$ cat config.mk
export PLATFORM = sky130hd
export DESIGN_NAME = tsr_front
export DESIGN_NICKNAME = d
export VERILOG_FILES = /design/src/rtl/tsr_pkg.sv /design/src/rtl/tsr_front.sv
export SDC_FILE = /design/constraint.sdc
export NUM_CORES = 1
export LEC_CHECK = 0
export BUFFER_PORTS_ARGS = -buffer_cell sky130_fd_sc_hd__buf_2
export CAP_MARGIN = 20
export CORE_ASPECT_RATIO = 0.7
export CORE_MARGIN = 1.5
export CORE_UTILIZATION = 30
export DETAILED_ROUTE_END_ITERATION = 10
export PLACE_DENSITY = 0.58
export SKIP_CTS_REPAIR_TIMING = 1
export SLEW_MARGIN = 20
export SYNTH_ARGS = -nofsm -noshare
export SYNTH_HDL_FRONTEND = slang
export SYNTH_SLANG_ARGS = --single-unit
$ cat constraint.sdc
create_clock -name i_clk -period 5.4 [get_ports i_clk]
set_input_delay 0.54 -clock i_clk [delete_from_list [all_inputs] [get_ports i_clk]]
set_output_delay 0.54 -clock i_clk [all_outputs]
set_load 0.01 [all_outputs]
$ cat src/rtl/tsr_pkg.sv
`timescale 1ns / 1ps
`default_nettype none

package tsr_pkg;

    localparam int TIME_W = 26;
    localparam int LEN_W  = 16;
    localparam int JOB_W  = 10;
    localparam int PROD_W = TIME_W + JOB_W;
    // period * job_index + offset
    localparam int NUM_W  = PROD_W + 1;
    localparam int CNT_W  = $clog2(NUM_W);

    localparam logic [TIME_W-1:0] TIME_MAX       = '1;
    localparam logic [LEN_W-1:0]  RESET_SLOT_LEN = 16'd1000;

    localparam logic ACT_CLEAR   = 1'b0;
    localparam logic ACT_RESERVE = 1'b1;

    typedef enum logic [4:0] {
        F_IDLE = 5'b00001,
        F_MUL  = 5'b00010,
        F_ADD  = 5'b00100,
        F_DIV  = 5'b01000,
        F_PUSH = 5'b10000
    } t_front_state;

    typedef enum logic [5:0] {
        B_SWEEP = 6'b000001,
        B_IDLE  = 6'b000010,
        B_RD    = 6'b000100,
        B_DATA  = 6'b001000,
        B_USE   = 6'b010000,
        B_OUT   = 6'b100000
    } t_back_state;

    typedef struct packed {
        logic init_busy;
    } t_back_status;

endpackage

`default_nettype wire

$ cat src/rtl/tsr_front.sv
`timescale 1ns / 1ps
`default_nettype none

module tsr_front #(
    parameter int NUM_SLOTS = 1024,
    parameter int QW        = 80
) (
    input  logic                         i_clk,
    input  logic                         i_rst_n,
    input  logic [tsr_pkg::LEN_W-1:0]    i_slot_length,
    input  tsr_pkg::t_back_status        i_status,
    input  logic                         i_in_valid,
    output logic                         o_in_stall,
    input  logic                         i_action,
    input  logic [tsr_pkg::TIME_W-1:0]   i_period,
    input  logic [tsr_pkg::TIME_W-1:0]   i_offset,
    input  logic [tsr_pkg::JOB_W-1:0]    i_job_index,
    input  logic [tsr_pkg::TIME_W-1:0]   i_exec_time,
    input  logic                         i_q_full,
    output logic                         o_push,
    output logic [QW-1:0]                o_q_data
);

    import tsr_pkg::*;

    localparam int IW = $clog2(NUM_SLOTS);
    localparam int TW = IW + LEN_W;
    localparam logic [NUM_W-1:0] NUM_SLOTS_W = NUM_W'(NUM_SLOTS);
    localparam logic [CNT_W-1:0] LAST_STEP   = CNT_W'(NUM_W - 1);

    t_front_state       r_state, n_state;
    logic               r_action, n_action;
    logic               r_lenz, n_lenz;
    logic [TIME_W-1:0]  r_period, n_period;
    logic [TIME_W-1:0]  r_offset, n_offset;
    logic [JOB_W-1:0]   r_job, n_job;
    logic [TIME_W-1:0]  r_exec, n_exec;
    logic [PROD_W-1:0]  r_prod, n_prod;
    logic [NUM_W-1:0]   r_num, n_num;
    logic [NUM_W-1:0]   r_shift, n_shift;
    logic [LEN_W-1:0]   r_rem, n_rem;
    logic [CNT_W-1:0]   r_cnt, n_cnt;

    logic               accept;
    logic [LEN_W:0]     trial;
    logic               ge;
    logic               past;
    logic [IW-1:0]      rel_idx;
    logic [TW-1:0]      rel_base;

    assign o_in_stall = (r_state != F_IDLE) || i_status.init_busy;
    assign accept     = i_in_valid && !o_in_stall;

    // restoring divide, one quotient bit per step
    assign trial = {r_rem, r_shift[NUM_W-1]};
    assign ge    = trial >= {1'b0, i_slot_length};

    // quotient ends up in r_shift; slot base = numerator - remainder
    assign past     = r_shift >= NUM_SLOTS_W;
    assign rel_idx  = r_shift[IW-1:0];
    assign rel_base = TW'(r_num - NUM_W'(r_rem));

    assign o_push   = (r_state == F_PUSH) && !i_q_full;
    assign o_q_data = {r_action, r_lenz, past, rel_idx, rel_base, r_exec};

    always_comb begin
        n_state  = r_state;
        n_action = r_action;
        n_lenz   = r_lenz;
        n_period = r_period;
        n_offset = r_offset;
        n_job    = r_job;
        n_exec   = r_exec;
        n_prod   = r_prod;
        n_num    = r_num;
        n_shift  = r_shift;
        n_rem    = r_rem;
        n_cnt    = r_cnt;
        case (r_state)
            F_IDLE: begin
                if (accept) begin
                    n_action = i_action;
                    n_lenz   = (i_slot_length == '0);
                    n_period = i_period;
                    n_offset = i_offset;
                    n_job    = i_job_index;
                    n_exec   = i_exec_time;
                    if (i_action == ACT_CLEAR || i_slot_length == '0) begin
                        n_state = F_PUSH;
                    end else begin
                        n_state = F_MUL;
                    end
                end
            end
            F_MUL: begin
                n_prod  = PROD_W'(r_period) * PROD_W'(r_job);
                n_state = F_ADD;
            end
            F_ADD: begin
                n_num   = NUM_W'(r_prod) + NUM_W'(r_offset);
                n_shift = NUM_W'(r_prod) + NUM_W'(r_offset);
                n_rem   = '0;
                n_cnt   = '0;
                n_state = F_DIV;
            end
            F_DIV: begin
                n_rem   = ge ? LEN_W'(trial - {1'b0, i_slot_length}) : trial[LEN_W-1:0];
                n_shift = {r_shift[NUM_W-2:0], ge};
                n_cnt   = r_cnt + 1'b1;
                if (r_cnt == LAST_STEP) begin
                    n_state = F_PUSH;
                end
            end
            F_PUSH: begin
                if (!i_q_full) begin
                    n_state = F_IDLE;
                end
            end
            default: begin
                n_state = F_IDLE;
            end
        endcase
    end

    always_ff @(posedge i_clk) begin
        if (!i_rst_n) begin
            r_state <= F_IDLE;
            r_cnt   <= '0;
        end else begin
            r_state <= n_state;
            r_cnt   <= n_cnt;
        end
    end

    always_ff @(posedge i_clk) begin
        r_action <= n_action;
        r_lenz   <= n_lenz;
        r_period <= n_period;
        r_offset <= n_offset;
        r_job    <= n_job;
        r_exec   <= n_exec;
        r_prod   <= n_prod;
        r_num    <= n_num;
        r_shift  <= n_shift;
        r_rem    <= n_rem;
    end

    a_accept_busy: assert property (@(posedge i_clk) disable iff (!i_rst_n)
        accept |=> (r_state != F_IDLE))
        else $error("front took a word but stayed idle");

    a_div_push: assert property (@(posedge i_clk) disable iff (!i_rst_n)
        (r_state == F_DIV && r_cnt == LAST_STEP) |=> (r_state == F_PUSH))
        else $error("divider finished without queueing the word");

endmodule

`default_nettype wire

# ---- Word level (Yosys, flattened, before mapping)
# Cells that the tools add are included.
# W data, S select, Z words.
dict set report word_totals {
  register_bits 216
  output_inout_bits 82
}
dict set report classes {
  mux 9
  add_sub_neg 4
  n_eq_ne 10
  n_bitwise 1
  mul 1
  reduce_logical 10
  magnitude_cmp 2
}
# op n
set ops {}
lappend ops {{$pmux W37 S2} 1}
lappend ops {{$add A36 B26 Y37} 1}
lappend ops {{$ge A37 B11 Y1 const B} 1}
lappend ops {{$mul A26 B10 Y36} 1}
lappend ops {{$pmux W16 S2} 1}
lappend ops {{$sub A26 B16 Y26} 1}
lappend ops {{$pmux W5 S5} 1}
lappend ops {{$mux W5} 4}
lappend ops {{$ge A17 B16 Y1} 1}
lappend ops {{$logic_not A16 Y1} 1}
lappend ops {{$mux W16} 1}
lappend ops {{$sub A16 B16 Y16} 1}
lappend ops {{$pmux W6 S2} 1}
lappend ops {{$add A6 B1 Y6 const B} 1}
lappend ops {{$eq A6 B6 Y1 const B} 1}
lappend ops {{$ne A2 B2 Y1 const B} 3}
lappend ops {{$eq A5 B1 Y1 const B} 1}
lappend ops {{$eq A5 B2 Y1 const B} 1}
lappend ops {{$eq A5 B3 Y1 const B} 1}
lappend ops {{$eq A5 B4 Y1 const B} 1}
lappend ops {{$eq A5 B5 Y1 const B} 1}
lappend ops {{$ne A5 B1 Y1 const B} 1}
lappend ops {{$reduce_and A3 Y1} 1}
lappend ops {{$logic_and A1 B1 Y1} 2}
lappend ops {{5 further kinds} 7}

# ---- Depth between registers and ports, before layout
# Gate-level depths: netlist of the first run.
dict set report logic_depth {
  depth_word 6
  ltp_mapped 23
}

# ---- Least setup slack after synthesis of the first run
# OpenSTA, ideal clock, no wires.
dict set report synth_path {
  path_kind {register -> register}
  start {register r_job[3]}
  end {register r_prod[35], data pin}
  synth_period_minus_slack_ns 5.985
  stages_incl_launch_ff 22
  slack_ns -0.585
  setup_time_ns 0.265
  arrival_time_ns 5.720
  path_cell_list {edfxtp_1 -> clkbuf_1 -> clkbuf_1 -> nand2_1 -> fa_1 -> inv_1 -> fa_1 -> fa_1 -> fa_1 -> inv_1 -> fa_1 -> inv_1 -> ha_1 -> a21oi_1 -> a21boi_0 -> a211o_1 -> a311oi_2 -> o221ai_2 -> nand2_1 -> o21ai_1 -> a311oi_1 -> xnor2_1}
}
dict set report synth_via {
  elab_chain_cells 1
}
# item line
set synth_lines {}
lappend synth_lines {{from (decl)} tsr_front.sv:36} ;# logic [JOB_W-1:0] r_job, n_job;
lappend synth_lines {{from (signal assigned)} tsr_front.sv:140} ;# r_job <= n_job;
lappend synth_lines {{$mul A26 B10 Y36} tsr_front.sv:96} ;# n_prod = PROD_W'(r_period) * PROD_W'(r_job);
lappend synth_lines {{to (signal assigned)} tsr_front.sv:142} ;# r_prod <= n_prod;
lappend synth_lines {{to (decl)} tsr_front.sv:38} ;# logic [PROD_W-1:0] r_prod, n_prod;
# No other way between the ends.
# A chain may end at the register's enable or synchronous reset.

# ---- Worst setup path after layout of the first run
dict set report layout_path {
  start {register r_job[9]}
  end {register r_prod[34], data pin}
}
# Same word-level chain as after synthesis.

==> metrics.md, run 1 <==
| Metric | Value |
|---|---|
| CP max stage cell | `edfxtp_1` |
| Distinct cells, synth | `66` |
| Leading cell type in the layout, fill and taps excluded | `inv_1` |
| HPWL Detailed | `39550 um` |
| Setup violators final | `13` |
| Commonest cells after routing, fill and taps aside | `inv_1 (237), nand2_1 (235), edfxtp_1 (205)` |
| Post-layout minimum cycle time | `5733 ps` |
| Cell Chain, Critical Path | `buf_6, and2_1, fa_1, fa_1, fa_1, fa_1, inv_1, fa_1, inv_1, ha_4, nand4_1, o221ai_2, a21oi_2, o31ai_2, a311o_1, a311oi_4, nor4bb_1, a211oi_2, xnor2_1` |
| CORE AREA | `62910 sq um` |
| Total number of vias | `13900` |
| Vias/cell | `4.630` |
| Synth Instances | `1876` |
| Worst-Skew Late Latency | `570 ps` |
| DRC viols | `0` |
| Final Instance Area | `23270 sq um` |
| Fmax | `174.4 MHz` |
| Register area share after synthesis | `0.3351` |
| Worst Min Path Start | `i_exec_time[21]` |
| Initial antenna violation count | `0` |
| Max Clock Skew | `26.15 ps` |
| CTS clk-pin slew, worst paths | `70 ps` |
| Chip height | `213.7 um` |
| Number of enable flip-flop cells after synthesis | `205` |
| Max-cap violations | `0` |
| Final WS setup | `-332.7 ps` |
| Fin. max-slew vios | `0` |
| Gr ovfl total | `0` |
| Final wirelength | `50010 um` |
| CTS tree | `yes` |
| Worst vdd ir | `0.6865 mV` |
| Worst min-delay path class | `in2reg` |
| GRT Util Overall | `0.1509` |
| Worst Setup SP | `r_job[9]` |
| TNS Setup | `-1696 ps` |
| Post-DR wirelength/cell | `16.66 um` |
| RSZ-0062 raised after global routing | `true` |
| Flops & latches, synth | `216` |
| First-pass DRT Iterations | `5` |
| Worst Setup Path Type | `reg2reg` |
| CP Data Arrival Time | `6050 ps` |
| Initial Util | `0.3024` |
| Leak | `0.01029 uW` |
| Antenna-violating nets left | `0` |
| Synth warn | `0` |
| Cell Area, Placed | `21700 sq um` |
| Initial DRC Count | `816` |
| Max Buffers Root-to-Sink | `3` |
| Clk sinks | `216` |
| Worst EP required | `5710 ps` |
| Final core occ | `0.3700` |
| # rows | `77` |
| N_diodes | `0` |
| Die area | `64970 sq um` |
| Die W | `304.0 um` |
| CTS Buf Count | `25` |
| Crit path max fanout | `7` |
| Buffers on Ports | `176` |
| Ports | `192` |
| Worst-margin pin slew | `882.1 ps` |
| Relative slew slack | `0.4119` |
| Crit path top cell by count | `fa_1` |
| Final GP Congestion | `0.8939` |
| Final net count | `2590` |
| Area growth, synth to finish | `22.33%` |
| CP max stage delay | `560 ps` |
| Critical Path End Type | `register` |
| Tcrit/Tclk final | `1.062` |
| Status | `complete, but fails checks` |
| H-tree depth | `1` |
| Reg2reg start | `r_job[9]` |
| Mean Syn Cell Area | `10.14 sq um` |
| P per Cell Area | `722.2 nW/um^2` |
| Largest cells by area after synthesis | `edfxtp_1 (32%), fa_1 (20%), ha_1 (8.6%)` |
| Vias in the first global route | `14190` |
| Syn Std Cell Area | `19030 sq um` |
| Pre-CTS WS | `-409.7 ps` |
| CP Launch Type | `register` |
| Failing checks | `setup timing` |
| CTS root buffer | `clkbuf_16` |
| First-pass GRT wire length | `78080 um` |
| Layout cells sized above 1 | `0.2274` |
| Synth area leader | `edfxtp_1` |
| Share of the synthesized area in the top cell type | `0.3235` |
| Most used DFF post-synth | `edfxtp_1` |
| Largest net degree at the start of global routing | `91` |
| Share of synthesized registers carrying an async set or reset | `0` |
| Fin. Hold Viols | `0` |
-- flip-flops by register name (all words and copies together) (netlist names) --
register,count
r_action,1
r_cnt,6
r_exec,26
r_job,10
r_lenz,1
r_num,26
r_offset,26
r_period,26
r_prod,36
r_rem,16
r_shift,37
r_state,5
-- synth_stat cells, types with 3 or more instances --
cell type  instances
mux2i_1           12
xor2_1            34
or3_1              9
o31ai_1            7
nor4_1            12
nand2_1          239
dfxtp_1           11
inv_1            248
edfxtp_1         205
clkbuf_1          65
a311oi_1           3
o21a_1             7
mux2_2             6
a31oi_1            8
a21oi_2            3
buf_4             28
and3_1            10
nand2b_1           5
a21oi_1           93
a211o_1            5
nand4_1           20
or2_2              5
o21bai_1          13
o211ai_1           7
nor3_1            18
o21ai_1            5
and2_1           143
o21ai_0           47
fa_1             193
ha_1             131
nor3b_1            5
buf_1              6
a211oi_1           7
nand3_1           27
xnor2_1           64
nor2b_1           15
a21boi_0           9
nor2_1            77
a21o_1            39
-- stage by stage --
stage          total power (uW)  std cells  hold WS, ps
6_report                  16810       3001        143.6
5_1_grt                   18300       3001        112.6
4_1_cts                   14940       2966        111.9
3_5_place_dp              13050       2923        502.6
3_3_place_gp              12970       2922        472.3
2_1_floorplan              9325       1890        456.1
-- power breakdown --
| part | total (uW) | internal (uW) | switching (uW) |
|---|---|---|---|
| Combinational | 12600 | 6250 | 6330 |
| Sequential | 2460 | 2390 | 65.8 |
| Clock | 1770 | 1040 | 726 |
-- layout make-up --
| cell class | count | area [sq um] |
|---|---|---|
| flip-flops and latches | 216 | 6376 |
| fillers | 6238 | 39640 |
| multi-input cells | 1325 | 11840 |
| repair buffers | 340 | 2250 |
| well taps | 829 | 1037 |
| clock buffers | 28 | 636.9 |
| inverters | 248 | 930.9 |
| clock inverters | 15 | 202.7 |
-- final timing paths --
path | slack [ps] | endpoint | cells past startpoint
max | -330 | r_prod[34] | 19
min | 140 | r_exec[21] | 1
max reg2reg | -330 | r_prod[34] | 19
min reg2reg | 520 | r_cnt[3] | 1
-- routing by layer --
metal | GRT usage | part of all wire | up-vias
met5 | 0 | 0 | -
met3 | 0.02550 | 0.051 | 44
met4 | 0.02270 | 0.012 | 0
li1 | - | - | 6732
met2 | 0.2333 | 0.43 | 321
met1 | 0.2246 | 0.50 | 6799
-- cell families after synthesis --
family | after synthesis | share of synthesized area
buffers and inverters | 349 | 0.07450
multiplexers | 18 | 0.009864
XOR/XNOR | 98 | 0.04511
adder cells (fa/ha/maj) | 324 | 0.2892
AO/OA/AOI/OAI | 278 | 0.09456
AND/OR/NAND/NOR | 592 | 0.1514
flip-flops | 216 | 0.3351
other | 1 | 0.0001971
-- worst max-delay path, delay by kind of cell (launching register included) --
family | cells | cell delay, ps
adder cells (fa/ha/maj) | 6 | 2730
flip-flops | 1 | 560
XOR/XNOR | 1 | 130
buffers and inverters | 3 | 330
AND/OR/NAND/NOR | 3 | 690
AO/OA/AOI/OAI | 6 | 1050
No activity file was read; power rests on OpenSTA's default activity.
==> run 2: changes to the inputs <==
- SKIP_CTS_REPAIR_TIMING: 1 -> not set
- TNS_END_PERCENT: not set -> 20
==> metrics.md, run 2 (synthesized netlist as in run 1, its figures left out) <==
| Metric | Value |
|---|---|
| Fin. Hold Viols | `0 (unchanged)` |
| CORE AREA | `62910 sq um (unchanged)` |
| Pre-CTS WS | `-409.7 ps (unchanged)` |
| CTS Buf Count | `25 (unchanged)` |
| Leading cell type in the layout, fill and taps excluded | `inv_1 (unchanged)` |
| Number of flip-flops in the largest register | `37 (unchanged)` |
| DRC viols | `0 (unchanged)` |
| Post-layout minimum cycle time | `5614 ps (was 5733 ps)` |
| Multi-input logic area | `11770 sq um (was 11840 sq um)` |
| CTS tree | `yes (unchanged)` |
| Largest net degree at the start of global routing | `91 (unchanged)` |
| Final wirelength | `50370 um (was 50010 um)` |
| Leak | `0.01032 uW (was 0.01029 uW)` |
| Initial Util | `0.3024 (unchanged)` |
| CTS root buffer | `clkbuf_16 (unchanged)` |
| Commonest cells after routing, fill and taps aside | `inv_1 (243), nand2_1 (236), edfxtp_1 (205) (was inv_1 (237), nand2_1 (235), edfxtp_1 (205))` |
| Post-DR wirelength/cell | `16.72 um (was 16.66 um)` |
| Max-cap violations | `0 (unchanged)` |
| Tcrit/Tclk final | `1.040 (was 1.062)` |
| H-tree depth | `1 (unchanged)` |
| Layout fillers | `6222 (was 6238)` |
| Fmax | `178.1 MHz (was 174.4 MHz)` |
| Initial antenna violation count | `0 (unchanged)` |
| Critical Path Sink | `r_prod[34] (unchanged)` |
| CP Launch Type | `register (unchanged)` |
| Layout cells sized above 1 | `0.2189 (was 0.2274)` |
| Critical Path End Type | `register (unchanged)` |
| Final GP Congestion | `0.8939 (unchanged)` |
| Crit Reg-Reg Endpoint | `r_prod[34] (unchanged)` |
| Worst Setup Path Type | `reg2reg (unchanged)` |
| Worst Setup SP | `r_job[5] (was r_job[9])` |
| N_diodes | `0 (unchanged)` |
| Die area | `64970 sq um (unchanged)` |
| Die W | `304.0 um (unchanged)` |
| PnR Total Power | `16480 uW (was 16810 uW)` |
| CTS clk-pin slew, worst paths | `60 ps (was 70 ps)` |
| Area growth, synth to finish | `22.25% (was 22.33%)` |
| Register area | `6376 sq um (unchanged)` |
| Initial DRC Count | `785 (was 816)` |
| CP Data Arrival Time | `5930 ps (was 6050 ps)` |
| Clk sinks | `216 (unchanged)` |
| First-pass DRT Iterations | `5 (unchanged)` |
| Ports | `192 (unchanged)` |
| Final core occ | `0.3697 (was 0.3700)` |
| Final net count | `2602 (was 2590)` |
| HPWL Detailed | `39550 um (unchanged)` |
| Total number of vias | `13910 (was 13900)` |
| Final WS setup | `-213.6 ps (was -332.7 ps)` |
| Worst-margin pin slew | `885.7 ps (was 882.1 ps)` |
| Max Clock Skew | `27.14 ps (was 26.15 ps)` |
| Failing checks | `setup timing (unchanged)` |
| First-pass GRT wire length | `79920 um (was 78080 um)` |
| GRT Util Overall | `0.1547 (was 0.1509)` |
| Vias/cell | `4.617 (was 4.630)` |
| Status | `complete, but fails checks (unchanged)` |
| Antenna-violating nets left | `0 (unchanged)` |
| Final Instance Area | `23260 sq um (was 23270 sq um)` |
| Max Buffers Root-to-Sink | `3 (unchanged)` |
| Cell Area, Placed | `21700 sq um (unchanged)` |
| Worst-Skew Late Latency | `570 ps (about the same)` |
| RSZ-0062 raised after global routing | `true (unchanged)` |
| Register with the most flip-flops | `r_shift (unchanged)` |
| Reg2reg start | `r_job[5] (was r_job[9])` |
| Relative slew slack | `0.4095 (was 0.4119)` |
| Setup violators final | `11 (was 13)` |
| P per Cell Area | `708.5 nW/um^2 (was 722.2 nW/um^2)` |
| Top Registers | `r_shift x37, r_prod x36 (unchanged)` |
| R2R depth | `19 (unchanged)` |
| Buffers on Ports | `176 (unchanged)` |
| # rows | `77 (unchanged)` |
| FF-to-FF setup slack | `-210 ps (was -330 ps)` |
| Chip height | `213.7 um (unchanged)` |
| Fin. max-slew vios | `0 (unchanged)` |
| Worst vdd ir | `0.6814 mV (was 0.6865 mV)` |
| Worst min-delay path class | `in2reg (unchanged)` |
| Gr ovfl total | `0 (unchanged)` |
| Crit path max fanout | `5 (was 7)` |
| Vias in the first global route | `14450 (was 14190)` |
| Worst EP required | `5710 ps (about the same)` |
run 2: worst max-delay path, cell delays in order (launching register included):
cell      delay (ps)
edfxtp_1         430
buf_12           170
and2_4           130
fa_1             530
fa_1             540
fa_1             510
fa_1             530
inv_2             40
fa_1             510
inv_2             50
ha_4             290
nand4_1          170
o221ai_2         220
a21oi_2           80
o31ai_4          220
a311o_1          280
a311oi_4         120
nor4bb_1         340
a211oi_2          90
xnor2_1          130
run 2: area by class of cell:
type,count,area share
Multi-Input combinational cell,1325,0.5061
Sequential cell,216,0.2741
Timing Repair Buffer,352,0.09908
Tap cell,829,0.04459
Inverter,248,0.04002
Clock buffer,28,0.02738
Clock inverter,15,0.008714
run 2: worst min path at each step:
stage	startpoint	to	slack [ps]	cells after the start
after global placement	r_cnt[3]	r_cnt[3]	470	1
after floorplan	r_cnt[3]	r_cnt[3]	460	1
after global routing	i_exec_time[1]	r_exec[1]	110	1
after detailed placement	r_cnt[3]	r_cnt[3]	500	1
final	i_exec_time[21]	r_exec[21]	140	1
after CTS	i_exec_time[1]	r_exec[1]	110	1
run 2: stage by stage:
| step | hold slack [ps] | setup TNS (ps) | instances |
|---|---|---|---|
| floorplan | 456.1 | -76.83 | 1890 |
| global placement | 472.3 | -2482 | 2922 |
| detailed placement | 502.6 | -3042 | 2923 |
| CTS | 111.9 | -1416 | 3011 |
| global route | 112.6 | -4563 | 3013 |
| finish | 144.0 | -1575 | 3013 |
run 2: metal layers:
| layer | vias up | GRT usage | part of all wire |
|---|---|---|---|
| met5 | - | 0 | 0 |
| met4 | 0 | 0.02426 | 0.013 |
| met3 | 46 | 0.02481 | 0.047 |
| met2 | 314 | 0.2421 | 0.43 |
| met1 | 6796 | 0.2286 | 0.51 |
| li1 | 6756 | - | - |
run 2: report_power, final:
group	total, uW	internal (uW)	switching, uW
Sequential	2460	2390	65.4
Clock	1770	1040	726
Combinational	12300	6060	6190
Total	16500	9500	6980
run 2: timing repair:
item,4_1_cts,5_1_grt
cloned,1,0
pin swaps,73,4
hold buffers,0,0
setup endpoints to repair,14,16
endpoints found under the hold margin,0,0
buffers inserted,44,2
resized for setup,56,12
==> run 3: changes to the inputs <==
- ABC_AREA: not set -> 1
==> metrics.md, run 3 <==
| Metric | Value |
|---|---|
| Crit path top cell by count | `fa_1 (unchanged)` |
| Commonest cells after routing, fill and taps aside | `nand2_1 (756), inv_1 (536), edfxtp_1 (205) (was inv_1 (243), nand2_1 (236), edfxtp_1 (205))` |
| Status | `completed (was complete, but fails checks)` |
| Clk sinks | `216 (unchanged)` |
| Worst min-delay path class | `in2reg (unchanged)` |
| Antenna-violating nets left | `0 (unchanged)` |
| Max Buffers Root-to-Sink | `3 (unchanged)` |
| First-pass GRT wire length | `92240 um (was 79920 um)` |
| Die W | `318.0 um (was 304.0 um)` |
| Max Clock Skew | `17.74 ps (was 27.14 ps)` |
| Final GP Congestion | `0.9230 (was 0.8939)` |
| Initial antenna violation count | `3 (was 0)` |
| H-tree depth | `1 (unchanged)` |
| Ports | `192 (unchanged)` |
| CP max stage cell | `fa_1 (unchanged)` |
| Relative slew slack | `0.4230 (was 0.4095)` |
| Synth Instances | `2574 (was 1876)` |
| Final WS setup | `223.9 ps (was -213.6 ps)` |
| Share of the synthesized area in the top cell type | `0.2955 (was 0.3235)` |
| Vias in the first global route | `16480 (was 14450)` |
| Tcrit/Tclk final | `0.9585 (was 1.040)` |
| Final Instance Area | `23990 sq um (was 23260 sq um)` |
| Flops & latches, synth | `216 (unchanged)` |
| Syn Std Cell Area | `20830 sq um (was 19030 sq um)` |
| Post-layout minimum cycle time | `5176 ps (was 5614 ps)` |
| Number of enable flip-flop cells after synthesis | `205 (unchanged)` |
| Synth area leader | `edfxtp_1 (unchanged)` |
| Initial Util | `0.3047 (was 0.3024)` |
| Fin. max-slew vios | `0 (unchanged)` |
| Largest net degree at the start of global routing | `78 (was 91)` |
| CORE AREA | `68370 sq um (was 62910 sq um)` |
| Most used DFF post-synth | `edfxtp_1 (unchanged)` |
| First-pass DRT Iterations | `5 (unchanged)` |
| Pre-CTS WS | `126.8 ps (was -409.7 ps)` |
| Fmax | `193.2 MHz (was 178.1 MHz)` |
| Count leader, synth | `nand2_1 (was inv_1)` |
| Max-cap violations | `0 (unchanged)` |
| Synth top cells by count | `nand2_1 (758), inv_1 (538), edfxtp_1 (205), fa_1 (193), ha_1 (131) (was inv_1 (248), nand2_1 (239), edfxtp_1 (205), fa_1 (193), and2_1 (143))` |
| Final wirelength | `57170 um (was 50370 um)` |
| Layout cells sized above 1 | `0.1219 (was 0.2189)` |
| Buffers on Ports | `176 (unchanged)` |
| HPWL Detailed | `45760 um (was 39550 um)` |
| Worst-Skew Late Latency | `580 ps (was 570 ps)` |
| Delay-heaviest family, CP | `adder cells (unchanged)` |
| Cell Area, Placed | `22810 sq um (was 21700 sq um)` |
| CP Data Arrival Time | `5500 ps (was 5930 ps)` |
| N_diodes | `0 (unchanged)` |
| Die area | `71050 sq um (was 64970 sq um)` |
| Chip height | `223.5 um (was 213.7 um)` |
| Number of flip-flops in the largest register | `37 (unchanged)` |
| Worst Setup Path Type | `reg2reg (unchanged)` |
| DRC viols | `0 (unchanged)` |
| Hold_buf cts | `0 (unchanged)` |
| Synth warn | `0 (unchanged)` |
| Vias/cell | `4.554 (was 4.617)` |
| CTS clk-pin slew, worst paths | `70 ps (was 60 ps)` |
| CP Launch Type | `register (unchanged)` |
| # rows | `80 (was 77)` |
| Fin. Hold Viols | `0 (unchanged)` |
| CTS tree | `yes (unchanged)` |
| Top Registers | `r_shift x37, r_prod x36 (unchanged)` |
| CP max stage delay | `560 ps (was 540 ps)` |
| Largest cells by area after synthesis | `edfxtp_1 (30%), fa_1 (19%), nand2_1 (14%) (was edfxtp_1 (32%), fa_1 (20%), ha_1 (8.6%))` |
| GRT Util Overall | `0.1642 (was 0.1547)` |
| CTS Buf Count | `28 (was 25)` |
| Post-DR wirelength/cell | `15.52 um (was 16.72 um)` |
| Layout fillers | `7235 (was 6222)` |
| Crit path max fanout | `26 (was 5)` |
| Share of synthesized registers carrying an async set or reset | `0 (unchanged)` |
| Mean Syn Cell Area | `8.093 sq um (was 10.14 sq um)` |
| Register with the most flip-flops | `r_shift (unchanged)` |
| Critical Path End Type | `register (unchanged)` |
| RSZ-0062 raised after global routing | `true (unchanged)` |
| CTS root buffer | `clkbuf_16 (unchanged)` |
| Distinct cells, synth | `47 (was 66)` |
| Setup violators final | `0 (was 11)` |
| Total number of vias | `16780 (was 13910)` |
| Worst EP required | `5720 ps (was 5710 ps)` |
| Worst-margin pin slew | `865.4 ps (was 885.7 ps)` |
| WHS | `129.0 ps (was 144.0 ps)` |
| CP bufs+invs | `4 (was 3)` |
| Gr ovfl total | `0 (unchanged)` |
| Area growth, synth to finish | `15.16% (was 22.25%)` |
| Leading cell type in the layout, fill and taps excluded | `nand2_1 (was inv_1)` |
| Initial DRC Count | `1134 (was 785)` |
| Register area share after synthesis | `0.3061 (was 0.3351)` |
| Cell Chain, Critical Path | `buf_12, nand2_1, inv_1, fa_1, fa_1, fa_1, fa_1, inv_1, fa_1, inv_1, ha_1, a21oi_1, o21ai_0, a21oi_1, nand2_1, nand2_1, nand2_1, xor2_1 (was buf_12, and2_4, fa_1, fa_1, fa_1, fa_1, inv_2, fa_1, inv_2, ha_4, nand4_1, o221ai_2, a21oi_2, o31ai_4, a311o_1, a311oi_4, nor4bb_1, a211oi_2, xnor2_1)` |
| Final net count | `3194 (was 2602)` |
==> run 3: changes by cell type in the layout (fill, tap and decap cells not counted), moves of 29 or more <==
cell / delta
nand2_1: +520
nor2_1: +47
inv_1: +293
a21o_1: -29
buf_4: -103
and2_1: -125
nand3_1: +88
xnor2_1: -45
==> run 3: metrics by stage <==
step                  util  instances  TNS [ps]
floorplan                -       2588         0
global placement    0.3333       3605         0
detailed placement  0.3336       3606         0
CTS                 0.3467       3658         0
global route        0.3509       3684    -17.63
finish              0.3509       3684         0
==> run 3: area by class of cell <==
type,instances,area [sq um],share of cell area
clock inverter,19,153.9,0.006415
inverter,540,2027,0.08449
timing repair buffer,243,1504,0.06269
clock buffer,33,740.7,0.03088
sequential,216,6376,0.2658
tap,902,1129,0.04705
multi-input combinational,1731,12060,0.5027
==> run 3: logic make-up (layout without fill, tap and decap cells) <==
kind of cell,Yosys count,count (layout),share of synthesized area
and+or+nand+nor,1119,1119,0.2234
buffers and inverters,641,835,0.1227
adders and majority gates,324,324,0.2642
DFF,216,216,0.3061
AOI/OAI and AO/OA,208,208,0.05616
xor gates and xnor gates,65,65,0.02733
other,1,15,0.0001800
==> run 3: metal layers <==
layer,GRT usage,part of all wire
met5,0,0.00061
met4,0.03133,0.019
met3,0.03250,0.067
met2,0.2304,0.39
met1,0.2572,0.53
==> run 3: repair_timing <==
item	CTS	global route
resized for setup	0	32
setup buffers	0	26
setup endpoints to repair	0	13
==> run 3: path summary, 6_finish.rpt <==
check | from | endpoint | slack, ps | cells after the start
worst min register to register | r_cnt[5] | r_cnt[5] | 480 | 1
worst max-delay path | r_job[9] | r_prod[23] | 220 | 18
worst max register to register | r_job[9] | r_prod[23] | 220 | 18
worst min-delay path | i_offset[14] | r_offset[14] | 130 | 1
Power of run 3 is left out: the tool's default activity adds up to more than one toggle a clock period on the data nets, which glitch-free logic cannot reach.
